**src/rtl/lfdc_pkg.sv**
```systemverilog
// ----------------------------------------------------------------------------
// lfdc_pkg: shared definitions for the line frequency and DC level meter
// Widths, register indexes, operation codes, sequencer states, divider
// status and the nibble rounding function used by the averaging path.
// ----------------------------------------------------------------------------
package lfdc_pkg;

	// Item field widths.
	localparam int OP_W     = 2;
	localparam int PERIOD_W = 16;
	localparam int PULSE_W  = 16;
	localparam int ADC_W    = 10;
	localparam int TEMP_W   = 9;
	localparam int VAL_W    = 16;

	// Configuration port.
	localparam int CFG_IDX_W  = 2;
	localparam int CFG_DATA_W = 32;

	localparam logic [CFG_IDX_W-1:0] REG_RATE_NUM = 2'd0;
	localparam logic [CFG_IDX_W-1:0] REG_DC_SCALE = 2'd1;
	localparam logic [CFG_IDX_W-1:0] REG_LOSS_TO  = 2'd2;

	localparam logic [31:0] RATE_NUM_RST = 32'd62500000;
	localparam logic [15:0] DC_SCALE_RST = 16'd7250;
	localparam logic [15:0] LOSS_TO_RST  = 16'd10000;

	// Operation codes.
	localparam logic [OP_W-1:0] OP_CAPTURE = 2'd0;
	localparam logic [OP_W-1:0] OP_WINDOW  = 2'd1;
	localparam logic [OP_W-1:0] OP_POLL    = 2'd2;

	// Averaging depths.
	localparam int FREQ_SAMPLES_DEF = 5;
	localparam int DC_SAMPLES_DEF   = 3;

	// Scaling constants: pulse*scale*5/100000 equals pulse*scale/20000.
	localparam logic [15:0] DC_DIVISOR   = 16'd20000;
	localparam logic [15:0] TEMP_FACTOR  = 16'd488;
	localparam logic [15:0] TEMP_DIVISOR = 16'd1000;

	// Shared divider geometry.
	localparam int DIV_DVD_W = 32;
	localparam int DIV_DVS_W = 16;

	// Sequencer states.
	typedef enum logic [3:0] {
		ST_IDLE,
		ST_F_DIV,
		ST_F_ACC,
		ST_F_AVG,
		ST_D_MUL,
		ST_D_DIV,
		ST_D_AVG,
		ST_T_MUL,
		ST_T_DIV,
		ST_POLL,
		ST_FIN
	} lfdc_state_t;

	// Divider status seen by the sequencer.
	typedef struct packed {
		logic busy;
		logic done;
	} lfdc_div_stat_t;

	// Nibble rounding with 16-bit wrap on every sum.
	function automatic logic [VAL_W-1:0] nibble_round(input logic [VAL_W-1:0] x);
		logic [VAL_W-1:0] b;
		logic [VAL_W-1:0] d;
		logic [VAL_W-1:0] r;
		b = {12'd0, x[3:0]} - 16'd4;
		d = 16'd10 - b;
		if (b > 16'd5) begin
			r = x + {8'd0, d[7:0]};
		end else if (b < 16'd5) begin
			r = x - b;
		end else begin
			r = x;
		end
		return r;
	endfunction

endpackage

```
**src/rtl/lfdc_if.sv**
```systemverilog
// ----------------------------------------------------------------------------
// lfdc_if: item channels of the line frequency and DC level meter
// A command channel carrying measurement events and a response channel
// carrying the held readings, each with a valid/ready handshake.
// ----------------------------------------------------------------------------
interface lfdc_cmd_if;
	import lfdc_pkg::*;

	logic                valid;
	logic                ready;
	logic [OP_W-1:0]     operation;
	logic [PERIOD_W-1:0] period_count;
	logic [PULSE_W-1:0]  pulse_count;
	logic [ADC_W-1:0]    adc_sample;

	modport source (output valid, operation, period_count, pulse_count, adc_sample,
		input ready);
	modport sink (input valid, operation, period_count, pulse_count, adc_sample,
		output ready);
endinterface

interface lfdc_rsp_if;
	import lfdc_pkg::*;

	logic              valid;
	logic              ready;
	logic [TEMP_W-1:0] temperature;
	logic [VAL_W-1:0]  line_freq;
	logic [VAL_W-1:0]  dc_latest;
	logic [VAL_W-1:0]  dc_average;

	modport source (output valid, temperature, line_freq, dc_latest, dc_average,
		input ready);
	modport sink (input valid, temperature, line_freq, dc_latest, dc_average,
		output ready);
endinterface

```
**src/rtl/lfdc_div.sv**
```systemverilog
// ----------------------------------------------------------------------------
// lfdc_div: shared restoring divider
// Unsigned 32 by 16 bit division, one quotient bit per cycle. A start pulse
// loads the operands; done pulses as the last iteration is registered, and
// the quotient then holds until the next start.
// ----------------------------------------------------------------------------
module lfdc_div (
	input  logic                                clk,
	input  logic                                arst_n,
	input  logic                                start,
	input  logic [lfdc_pkg::DIV_DVD_W-1:0]      dividend,
	input  logic [lfdc_pkg::DIV_DVS_W-1:0]      divisor,
	output lfdc_pkg::lfdc_div_stat_t            stat,
	output logic [lfdc_pkg::DIV_DVD_W-1:0]      quotient
);
	import lfdc_pkg::*;

	localparam int CNT_W = $clog2(DIV_DVD_W);

	logic                 busy_q;
	logic                 done_q;
	logic [CNT_W-1:0]     cnt_q;
	logic [DIV_DVD_W-1:0] dvd_q;
	logic [DIV_DVS_W-1:0] dvs_q;
	logic [DIV_DVS_W-1:0] rem_q;

	logic [DIV_DVS_W+1:0] diff;
	logic                 ge;
	logic [DIV_DVS_W-1:0] rem_next;

	// Trial subtraction of the divisor from the shifted partial remainder.
	always_comb begin
		diff = {1'b0, rem_q, dvd_q[DIV_DVD_W-1]} - {2'b00, dvs_q};
		ge = ~diff[DIV_DVS_W+1];
		rem_next = ge ? diff[DIV_DVS_W-1:0] : {rem_q[DIV_DVS_W-2:0], dvd_q[DIV_DVD_W-1]};
	end

	// Control: iteration counter, busy and done.
	always_ff @(posedge clk or negedge arst_n) begin
		if (!arst_n) begin
			busy_q <= 1'b0;
			done_q <= 1'b0;
			cnt_q  <= '0;
		end else begin
			done_q <= 1'b0;
			if (start && !busy_q) begin
				busy_q <= 1'b1;
				cnt_q  <= '0;
			end else if (busy_q) begin
				cnt_q <= cnt_q + 1'b1;
				if (cnt_q == CNT_W'(DIV_DVD_W - 1)) begin
					busy_q <= 1'b0;
					done_q <= 1'b1;
				end
			end
		end
	end

	// Datapath: the dividend register fills with quotient bits from the right.
	always_ff @(posedge clk) begin
		if (start && !busy_q) begin
			dvd_q <= dividend;
			dvs_q <= divisor;
			rem_q <= '0;
		end else if (busy_q) begin
			dvd_q <= {dvd_q[DIV_DVD_W-2:0], ge};
			rem_q <= rem_next;
		end
	end

	assign stat.busy = busy_q;
	assign stat.done = done_q;
	assign quotient  = dvd_q;

endmodule

```
**src/rtl/line_freq_and_dc_level_meter_unit.sv**
```systemverilog
// ----------------------------------------------------------------------------
// line_freq_and_dc_level_meter_unit: event-driven line frequency and DC meter
// Turns line period captures into a rounded average frequency, DC window
// pulse counts into a scaled and averaged voltage, and the converter sample
// into a temperature, using one multiplier and one serial divider.
// ----------------------------------------------------------------------------
//
//  Channel  Dir  Handshake      Contents
//  -------  ---  -------------  ----------------------------------------------
//  cmd      in   valid/ready    operation, period_count, pulse_count, adc_sample
//  rsp      out  valid/ready    temperature, line_freq, dc_latest, dc_average
//  cfg      in   cfg_we         cfg_index, cfg_data (no read-back)
//
//  Each division on the shared divider runs 32 iterations. A capture with a
//  zero period skips the divider; one that completes a frequency set adds
//  the averaging division. A window close runs the DC and temperature
//  divisions, and the DC averaging division too when it completes a DC set.
//  A poll and an unused code skip the divider. cmd.ready is high only while
//  the sequencer is idle. A finished item waits in the response register,
//  and the next item is accepted meanwhile; its result is held back only
//  while the response register is still full. Reset is asynchronous and
//  takes effect at once; no clearing pass follows.
//
module line_freq_and_dc_level_meter_unit #(
	parameter int FREQ_SAMPLES = lfdc_pkg::FREQ_SAMPLES_DEF,
	parameter int DC_SAMPLES   = lfdc_pkg::DC_SAMPLES_DEF
) (
	input  logic                            clk,
	input  logic                            arst_n,
	lfdc_cmd_if.sink                        cmd,
	lfdc_rsp_if.source                      rsp,
	input  logic                            cfg_we,
	input  logic [lfdc_pkg::CFG_IDX_W-1:0]  cfg_index,
	input  logic [lfdc_pkg::CFG_DATA_W-1:0] cfg_data
);
	import lfdc_pkg::*;

	localparam int FIDX_W = $clog2(FREQ_SAMPLES);
	localparam int DIDX_W = $clog2(DC_SAMPLES);
	localparam int FSUM_W = VAL_W + FIDX_W;
	localparam int DSUM_W = VAL_W + DIDX_W;

	// Configuration registers.
	logic [31:0] rate_q;
	logic [15:0] scale_q;
	logic [15:0] timeout_q;

	// Captured item.
	logic [PERIOD_W-1:0] period_q;
	logic [PULSE_W-1:0]  pulse_q;
	logic [ADC_W-1:0]    adc_q;

	// Measurement state.
	logic [FSUM_W-1:0] fsum_q;
	logic [FIDX_W-1:0] fidx_q;
	logic [DSUM_W-1:0] dsum_q;
	logic [DIDX_W-1:0] didx_q;
	logic [15:0]       idle_q;
	logic [VAL_W-1:0]  freq_q;
	logic [VAL_W-1:0]  dc_q;
	logic [VAL_W-1:0]  dcavg_q;
	logic [TEMP_W-1:0] temp_q;

	// Response register.
	logic              out_valid_q;
	logic [TEMP_W-1:0] out_temp_q;
	logic [VAL_W-1:0]  out_freq_q;
	logic [VAL_W-1:0]  out_dc_q;
	logic [VAL_W-1:0]  out_dcavg_q;

	// Shared multiplier product.
	logic [31:0] prod_q;

	lfdc_state_t state_q;
	lfdc_state_t state_d;

	logic                 cmd_acc;
	logic                 out_load;
	logic                 div_start;
	logic [DIV_DVD_W-1:0] div_dvd;
	logic [DIV_DVS_W-1:0] div_dvs;
	logic [DIV_DVD_W-1:0] div_quot;
	lfdc_div_stat_t       div_stat;
	logic [15:0]          mul_a;
	logic [15:0]          mul_b;
	logic [VAL_W-1:0]     quot_sat;
	logic [VAL_W-1:0]     f_val;
	logic                 fset_full;
	logic                 dset_full;

	lfdc_div u_lfdc_div (
		.clk      (clk),
		.arst_n   (arst_n),
		.start    (div_start),
		.dividend (div_dvd),
		.divisor  (div_dvs),
		.stat     (div_stat),
		.quotient (div_quot)
	);

	// Handshake and derived values.
	assign cmd_acc   = cmd.valid && cmd.ready;
	assign out_load  = (state_q == ST_FIN) && (!out_valid_q || rsp.ready);
	assign quot_sat  = (div_quot[DIV_DVD_W-1:VAL_W] != '0) ? '1 : div_quot[VAL_W-1:0];
	assign f_val     = (period_q == '0) ? '0 : quot_sat;
	assign fset_full = (fidx_q == FIDX_W'(FREQ_SAMPLES - 1));
	assign dset_full = (didx_q == DIDX_W'(DC_SAMPLES - 1));

	// Next-state logic of the sequencer.
	always_comb begin
		state_d = state_q;
		unique case (state_q)
			ST_IDLE: begin
				if (cmd.valid) begin
					case (cmd.operation)
						OP_CAPTURE: state_d = (cmd.period_count == '0) ? ST_F_ACC : ST_F_DIV;
						OP_WINDOW:  state_d = ST_D_MUL;
						OP_POLL:    state_d = ST_POLL;
						default:    state_d = ST_FIN;
					endcase
				end
			end
			ST_F_DIV: if (div_stat.done) state_d = ST_F_ACC;
			ST_F_ACC: state_d = fset_full ? ST_F_AVG : ST_FIN;
			ST_F_AVG: if (div_stat.done) state_d = ST_FIN;
			ST_D_MUL: state_d = ST_D_DIV;
			ST_D_DIV: if (div_stat.done) state_d = dset_full ? ST_D_AVG : ST_T_MUL;
			ST_D_AVG: if (div_stat.done) state_d = ST_T_MUL;
			ST_T_MUL: state_d = ST_T_DIV;
			ST_T_DIV: if (div_stat.done) state_d = ST_FIN;
			ST_POLL:  state_d = ST_FIN;
			ST_FIN:   if (out_load) state_d = ST_IDLE;
			default:  state_d = ST_IDLE;
		endcase
	end

	// Sequencer outputs: ready, divider launch and operand selection.
	always_comb begin
		cmd.ready = 1'b0;
		div_start = 1'b0;
		div_dvd   = '0;
		div_dvs   = '0;
		mul_a     = pulse_q;
		mul_b     = scale_q;
		unique case (state_q)
			ST_IDLE: cmd.ready = 1'b1;
			ST_F_DIV: begin
				div_dvd = rate_q;
				div_dvs = period_q;
			end
			ST_F_AVG: begin
				div_dvd = DIV_DVD_W'(fsum_q);
				div_dvs = DIV_DVS_W'(FREQ_SAMPLES);
			end
			ST_D_DIV: begin
				div_dvd = prod_q;
				div_dvs = DC_DIVISOR;
			end
			ST_D_AVG: begin
				div_dvd = DIV_DVD_W'(dsum_q);
				div_dvs = DIV_DVS_W'(DC_SAMPLES);
			end
			ST_T_MUL: begin
				mul_a = {6'd0, adc_q};
				mul_b = TEMP_FACTOR;
			end
			ST_T_DIV: begin
				div_dvd = prod_q;
				div_dvs = TEMP_DIVISOR;
			end
			default: ;
		endcase
		if ((state_q == ST_F_DIV || state_q == ST_F_AVG || state_q == ST_D_DIV ||
			state_q == ST_D_AVG || state_q == ST_T_DIV) &&
			!div_stat.busy && !div_stat.done) begin
			div_start = 1'b1;
		end
	end

	always_ff @(posedge clk or negedge arst_n) begin
		if (!arst_n) begin
			state_q <= ST_IDLE;
		end else begin
			state_q <= state_d;
		end
	end

	// Configuration writes.
	always_ff @(posedge clk or negedge arst_n) begin
		if (!arst_n) begin
			rate_q    <= RATE_NUM_RST;
			scale_q   <= DC_SCALE_RST;
			timeout_q <= LOSS_TO_RST;
		end else if (cfg_we) begin
			unique case (cfg_index)
				REG_RATE_NUM: rate_q    <= cfg_data;
				REG_DC_SCALE: scale_q   <= cfg_data[15:0];
				REG_LOSS_TO:  timeout_q <= cfg_data[15:0];
				default: ;
			endcase
		end
	end

	// Item capture and the shared multiplier.
	always_ff @(posedge clk) begin
		if (cmd_acc) begin
			period_q <= cmd.period_count;
			pulse_q  <= cmd.pulse_count;
			adc_q    <= cmd.adc_sample;
		end
		if (state_q == ST_D_MUL || state_q == ST_T_MUL) begin
			prod_q <= mul_a * mul_b;
		end
	end

	// Frequency, DC and temperature state updates.
	always_ff @(posedge clk or negedge arst_n) begin
		if (!arst_n) begin
			fsum_q  <= '0;
			fidx_q  <= '0;
			dsum_q  <= '0;
			didx_q  <= '0;
			idle_q  <= '0;
			freq_q  <= '0;
			dc_q    <= '0;
			dcavg_q <= '0;
			temp_q  <= '0;
		end else begin
			case (state_q)
				ST_F_ACC: begin
					idle_q <= '0;
					fsum_q <= fsum_q + FSUM_W'(f_val);
					fidx_q <= fset_full ? '0 : fidx_q + 1'b1;
				end
				ST_F_AVG: begin
					if (div_stat.done) begin
						freq_q <= nibble_round(div_quot[VAL_W-1:0]);
						fsum_q <= '0;
					end
				end
				ST_D_DIV: begin
					if (div_stat.done) begin
						dc_q   <= quot_sat;
						dsum_q <= dsum_q + DSUM_W'(quot_sat);
						didx_q <= dset_full ? '0 : didx_q + 1'b1;
					end
				end
				ST_D_AVG: begin
					if (div_stat.done) begin
						dcavg_q <= div_quot[VAL_W-1:0];
						dsum_q  <= '0;
					end
				end
				ST_T_DIV: begin
					if (div_stat.done) begin
						temp_q <= div_quot[TEMP_W-1:0];
					end
				end
				ST_POLL: begin
					if (idle_q >= timeout_q) begin
						freq_q <= '0;
					end else begin
						idle_q <= idle_q + 1'b1;
					end
				end
				default: ;
			endcase
		end
	end

	// Response register: loaded from the held values when an item finishes.
	always_ff @(posedge clk or negedge arst_n) begin
		if (!arst_n) begin
			out_valid_q <= 1'b0;
		end else if (out_load) begin
			out_valid_q <= 1'b1;
		end else if (rsp.ready) begin
			out_valid_q <= 1'b0;
		end
	end

	always_ff @(posedge clk) begin
		if (out_load) begin
			out_temp_q  <= temp_q;
			out_freq_q  <= freq_q;
			out_dc_q    <= dc_q;
			out_dcavg_q <= dcavg_q;
		end
	end

	assign rsp.valid       = out_valid_q;
	assign rsp.temperature = out_temp_q;
	assign rsp.line_freq   = out_freq_q;
	assign rsp.dc_latest   = out_dc_q;
	assign rsp.dc_average  = out_dcavg_q;

endmodule

```
**src/flat_wrapper.sv**
```systemverilog
// flat-port wrapper written by rule: the top's interface ports become plain ports
module line_freq_and_dc_level_meter_unit_flat import lfdc_pkg::*;
#(
	parameter int FREQ_SAMPLES = lfdc_pkg::FREQ_SAMPLES_DEF,
	parameter int DC_SAMPLES   = lfdc_pkg::DC_SAMPLES_DEF
)
  (clk, arst_n, cfg_we, cfg_index, cfg_data, cmd_valid, cmd_operation, cmd_period_count, cmd_pulse_count, cmd_adc_sample, cmd_ready, rsp_valid, rsp_temperature, rsp_line_freq, rsp_dc_latest, rsp_dc_average, rsp_ready);
  lfdc_cmd_if cmd_i ();
  lfdc_rsp_if rsp_i ();
  input  logic clk;
  input  logic arst_n;
  input  logic cfg_we;
  input  logic [lfdc_pkg::CFG_IDX_W-1:0] cfg_index;
  input  logic [lfdc_pkg::CFG_DATA_W-1:0] cfg_data;
  input wire logic [$bits(cmd_i.valid)-1:0] cmd_valid;
  input wire logic [$bits(cmd_i.operation)-1:0] cmd_operation;
  input wire logic [$bits(cmd_i.period_count)-1:0] cmd_period_count;
  input wire logic [$bits(cmd_i.pulse_count)-1:0] cmd_pulse_count;
  input wire logic [$bits(cmd_i.adc_sample)-1:0] cmd_adc_sample;
  output wire logic [$bits(cmd_i.ready)-1:0] cmd_ready;
  output wire logic [$bits(rsp_i.valid)-1:0] rsp_valid;
  output wire logic [$bits(rsp_i.temperature)-1:0] rsp_temperature;
  output wire logic [$bits(rsp_i.line_freq)-1:0] rsp_line_freq;
  output wire logic [$bits(rsp_i.dc_latest)-1:0] rsp_dc_latest;
  output wire logic [$bits(rsp_i.dc_average)-1:0] rsp_dc_average;
  input wire logic [$bits(rsp_i.ready)-1:0] rsp_ready;
  assign cmd_i.valid = cmd_valid;
  assign cmd_i.operation = cmd_operation;
  assign cmd_i.period_count = cmd_period_count;
  assign cmd_i.pulse_count = cmd_pulse_count;
  assign cmd_i.adc_sample = cmd_adc_sample;
  assign cmd_ready = cmd_i.ready;
  assign rsp_valid = rsp_i.valid;
  assign rsp_temperature = rsp_i.temperature;
  assign rsp_line_freq = rsp_i.line_freq;
  assign rsp_dc_latest = rsp_i.dc_latest;
  assign rsp_dc_average = rsp_i.dc_average;
  assign rsp_i.ready = rsp_ready;
  line_freq_and_dc_level_meter_unit #(.FREQ_SAMPLES(FREQ_SAMPLES), .DC_SAMPLES(DC_SAMPLES)) u_core (.clk(clk), .arst_n(arst_n), .cmd(cmd_i), .rsp(rsp_i), .cfg_we(cfg_we), .cfg_index(cfg_index), .cfg_data(cfg_data));
endmodule
```
**config.mk**
```make
export PLATFORM = sky130hd
export DESIGN_NAME = line_freq_and_dc_level_meter_unit_flat
export DESIGN_NICKNAME = d
export VERILOG_FILES = /design/src/rtl/lfdc_pkg.sv /design/src/rtl/lfdc_if.sv /design/src/rtl/lfdc_div.sv /design/src/rtl/line_freq_and_dc_level_meter_unit.sv /design/src/flat_wrapper.sv
export SDC_FILE = /design/constraint.sdc
export NUM_CORES = 1
export LEC_CHECK = 0
export BUFFER_PORTS_ARGS = -buffer_cell sky130_fd_sc_hd__buf_2
export CAP_MARGIN = 0
export CORE_UTILIZATION = 44
export DETAILED_ROUTE_END_ITERATION = 6
export GPL_ROUTABILITY_DRIVEN = 0
export SLEW_MARGIN = 5
export SYNTH_ARGS = -nofsm -noshare
export SYNTH_HDL_FRONTEND = slang
export SYNTH_SLANG_ARGS = --single-unit
export TNS_END_PERCENT = 5
```
**constraint.sdc**
```tcl
create_clock -name clk -period 11.18 [get_ports clk]
set_input_delay 1.118 -clock clk [delete_from_list [all_inputs] [get_ports clk]]
set_output_delay 1.118 -clock clk [all_outputs]
set_load 0.01 [all_outputs]
```
==> impl_metrics.py <==
metrics = {
    "yosys": {
        "ys_seq_elements": 386,
        "synth_nets": 3144,
        "ys_types": 72,
        "synth_enable_flop_cells": 179,
        "synth_top_area_share": 0.197,
        "postSynthCellCount": 2667,
        "synth_area_per_cell_um2": 10.2,
        "netlist_area_um2": 27200,
        "ys_seq_area_frac": 0.386,
        "synth_flop_cell": "edfxtp_1",
        "synth_area_leaders": "edfxtp_1 20%, dfrtp_1 15%, fa_1 14%",
        "synth-async-reset-ratio": 0.495,
        "yosysWarnings": 0,
        "synth_area_leader_cell": "edfxtp_1",
    },
    "sta": {
        "finClkSkew_ns": 0.0344,
        "final_hold_viol_count": 0,
        "rsz0062_at_grt": "false",
        "slew_viol_final": 0,
        "max_freq_ghz": 0.120,
        "finalSetupViolations": 0,
        "fin_crit_sh": 0.747,
        "worst_pin_slew_ns": 1.07,
        "slew_headroom": 0.289,
        "min_period_ns": 8.35,
        "finalSetupTns_ns": 0,
    },
    "layout": {
        "fillerInstances": 5482,
        "layout_commonest_cell": "nand2_1",
        "n_antenna_cell": 0,
        "num-nets-final": 3238,
        "layout_common_cells": "310 x nand2_1, 298 x inv_1, 197 x fa_1, 197 x ha_1, 179 x edfxtp_1",
        "syn_to_final_growth_pct": 11.0,
        "multi_input_area_um2": 15200,
        "drive_gt1_frac": 0.128,
        "fin_util": 0.498,
        "register_area_um2": 10500,
    },
    "global_routing": {
        "antenna_found_initial": 0,
        "grt_pass1_wl_um": 111000,
        "grt_pass1_vias": 20268,
        "grt.total_usage": 0.224,
        "overflow": 0,
        "grt_max_degree": 115,
    },
    "cts": {
        "post-cts-setup-buffer-count": 0,
        "cts_root_buf": "clkbuf_16",
        "cts_inserted_buffers": 44,
        "cts-resized-gates": 0,
        "cts_tree": "yes",
        "ctsHoldBuffers": 0,
        "cts_buffer_depth": 3,
        "clkTransAtPathRegs_ns": 0.06,
        "cts_max_level": 2,
        "clk_latency_ns": 0.59,
        "clock-sinks": 386,
    },
    "placed_design": {
        "place_hpwl_um": 52100,
        "io_buffers": 141,
    },
    "critical_path": {
        "crit_fanout": 73,
        "worstPathArrival_ns": 8.79,
        "cp-startpoint": "u_core.state_q[3]$_DFFE_PN0P_",
        "endpoint_kind": "flip-flop",
        "r2r_end": "u_core.prod_q[25]$_DFFE_PP_",
        "start_kind": "flip-flop",
        "critPathRequiredTime_ns": 11.62,
        "cp-endpoint": "u_core.prod_q[25]$_DFFE_PP_",
        "rrSetupSlack_ns": 2.83,
        "crit-reg2reg-launch": "u_core.state_q[3]$_DFFE_PN0P_",
        "path_class": "flip-flop to flip-flop",
        "rr_worst_depth": 24,
    },
    "detailed_routing": {
        "drc": 0,
        "drt_iter0_markers": 1492,
        "avgViaCountPerCell": 5.56,
        "ant_nets": 0,
        "dr.pass1.iters": 6,
        "vias": 19905,
        "wl_per_cell_um": 19.4,
        "wirelength_um": 69300,
    },
    "outcome": {
        "status": "finished, final reports clean",
    },
    "hold_path": {
        "hp-class": "flip-flop to flip-flop",
        "hold_depth": 0,
    },
    "job": {
        "cap_viol_max_count": 0,
    },
    "floorplan": {
        "die_h_um": 251,
        "design.core.area_um2": 60700,
        "dieArea_um2": 62900,
        "die_w_um": 251,
        "io_pins": 142,
        "num_rows": 90,
        "start_util": 0.449,
    },
}
==> per-layer routing <==
metal,track usage,share of wire,vias to the layer above
li1,-,-,9369
met1,0.297,0.43,9759
met2,0.382,0.48,661
met3,0.0289,0.061,116
met4,0.0710,0.028,0
met5,0,0,-
==> kinds of logic (layout without fill, tap and decap cells) <==
family          after synthesis  after routing  share of synthesized area
compound gates              483            483                      0.114
fa+ha+maj                   394            394                      0.235
xor+xnor                    104            104                     0.0335
flops                       386            386                      0.386
buf+inv                     413            543                     0.0577
mux                          92             92                     0.0378
simple gates                795            795                      0.136
==> stage by stage <==
| stage | hold slack, ns | instance area, µm² | cells | worst slack [ns] |
|---|---|---|---|---|
| floorplan | 0.419 | 27200 | 2667 | 4.38 |
| global placement | 0.432 | 28700 | 3497 | 3.09 |
| detailed placement | 0.432 | 28700 | 3497 | 2.94 |
| CTS | 0.442 | 30200 | 3579 | 2.89 |
| global route | 0.460 | 30200 | 3579 | 2.32 |
| finish | 0.440 | 30200 | 3579 | 2.83 |
==> layout make-up <==
class / instances / share of cell area
Inverter: 299 / 0.0372
Timing Repair Buffer: 162 / 0.0289
Clock buffer: 55 / 0.0392
Multi-Input combinational cell: 1868 / 0.503
Clock inverter: 27 / 0.0115
Tap cell: 782 / 0.0324
Sequential cell: 386 / 0.348
==> cell usage after synthesis, types with 7 or more instances <==
cell type  instances
o21a_1            16
mux2_2            82
dfrtp_1          167
mux2i_1            9
o211ai_1          19
xor2_1            46
nand3b_1           7
o221ai_1           9
nor2b_1           13
a22oi_1           17
clkbuf_1          97
dfxtp_1           16
a21oi_1          114
a211oi_1           7
and3_1           102
fa_1             197
nand4_1           18
inv_1            298
dfstp_2           24
a31oi_1           25
nor3_1            18
nor2_1           160
a21boi_0           8
a21o_1            59
edfxtp_1         179
buf_1              8
xnor2_1           58
nand3_1           87
o21ai_0          129
o21bai_1           7
buf_2              7
a222oi_1          19
and2_1            31
nor4_1            15
ha_1             197
nand2b_1          19
nand2_1          310
o31ai_1           11
==> worst max-delay path, cell delays in order, from the launching register on <==
cell	delay, ns
dfrtp_1	0.61
nor2b_1	0.17
nand3_4	0.53
buf_4	0.57
and2_1	0.52
nand2_1	0.14
fa_1	0.52
inv_1	0.05
fa_1	0.49
inv_1	0.05
fa_1	0.54
inv_1	0.05
fa_1	0.45
fa_1	0.49
inv_1	0.05
fa_1	0.53
inv_1	0.04
ha_1	0.37
o211ai_1	0.20
nor2_1	0.08
o41ai_1	0.63
o31ai_1	0.23
a41o_1	0.32
or4b_1	0.46
nand3_1	0.07
==> state kept, by name (all words and copies together) (netlist names), 18 cells and up <==
name,count
u_core.prod_q,32
u_core.dsum_q,18
u_core.rate_q,32
u_core.fsum_q,19
u_core.u_lfdc_div.quotient,32
==> how the worst min path moves through the flow <==
stage	slack, ns	endpoint	start
global route	0.46	u_core.rsp.line_freq[14]$_DFFE_PP_	u_core.freq_q[14]$_DFFE_PN0P_
finish	0.44	u_core.rsp.dc_average[6]$_DFFE_PP_	u_core.dcavg_q[6]$_DFFE_PN0P_
global placement	0.43	u_core.rsp.temperature[6]$_DFFE_PP_	u_core.temp_q[6]$_DFFE_PN0P_
floorplan	0.42	u_core.rsp.dc_average[10]$_DFFE_PP_	u_core.dcavg_q[10]$_DFFE_PN0P_
CTS	0.44	u_core.rsp.dc_average[6]$_DFFE_PP_	u_core.dcavg_q[6]$_DFFE_PN0P_
detailed placement	0.43	u_core.rsp.dc_average[11]$_DFFE_PP_	u_core.dcavg_q[11]$_DFFE_PN0P_
Power is left out: the tool's default activity adds up to more than one toggle a clock period on the data nets, which glitch-free logic cannot reach.
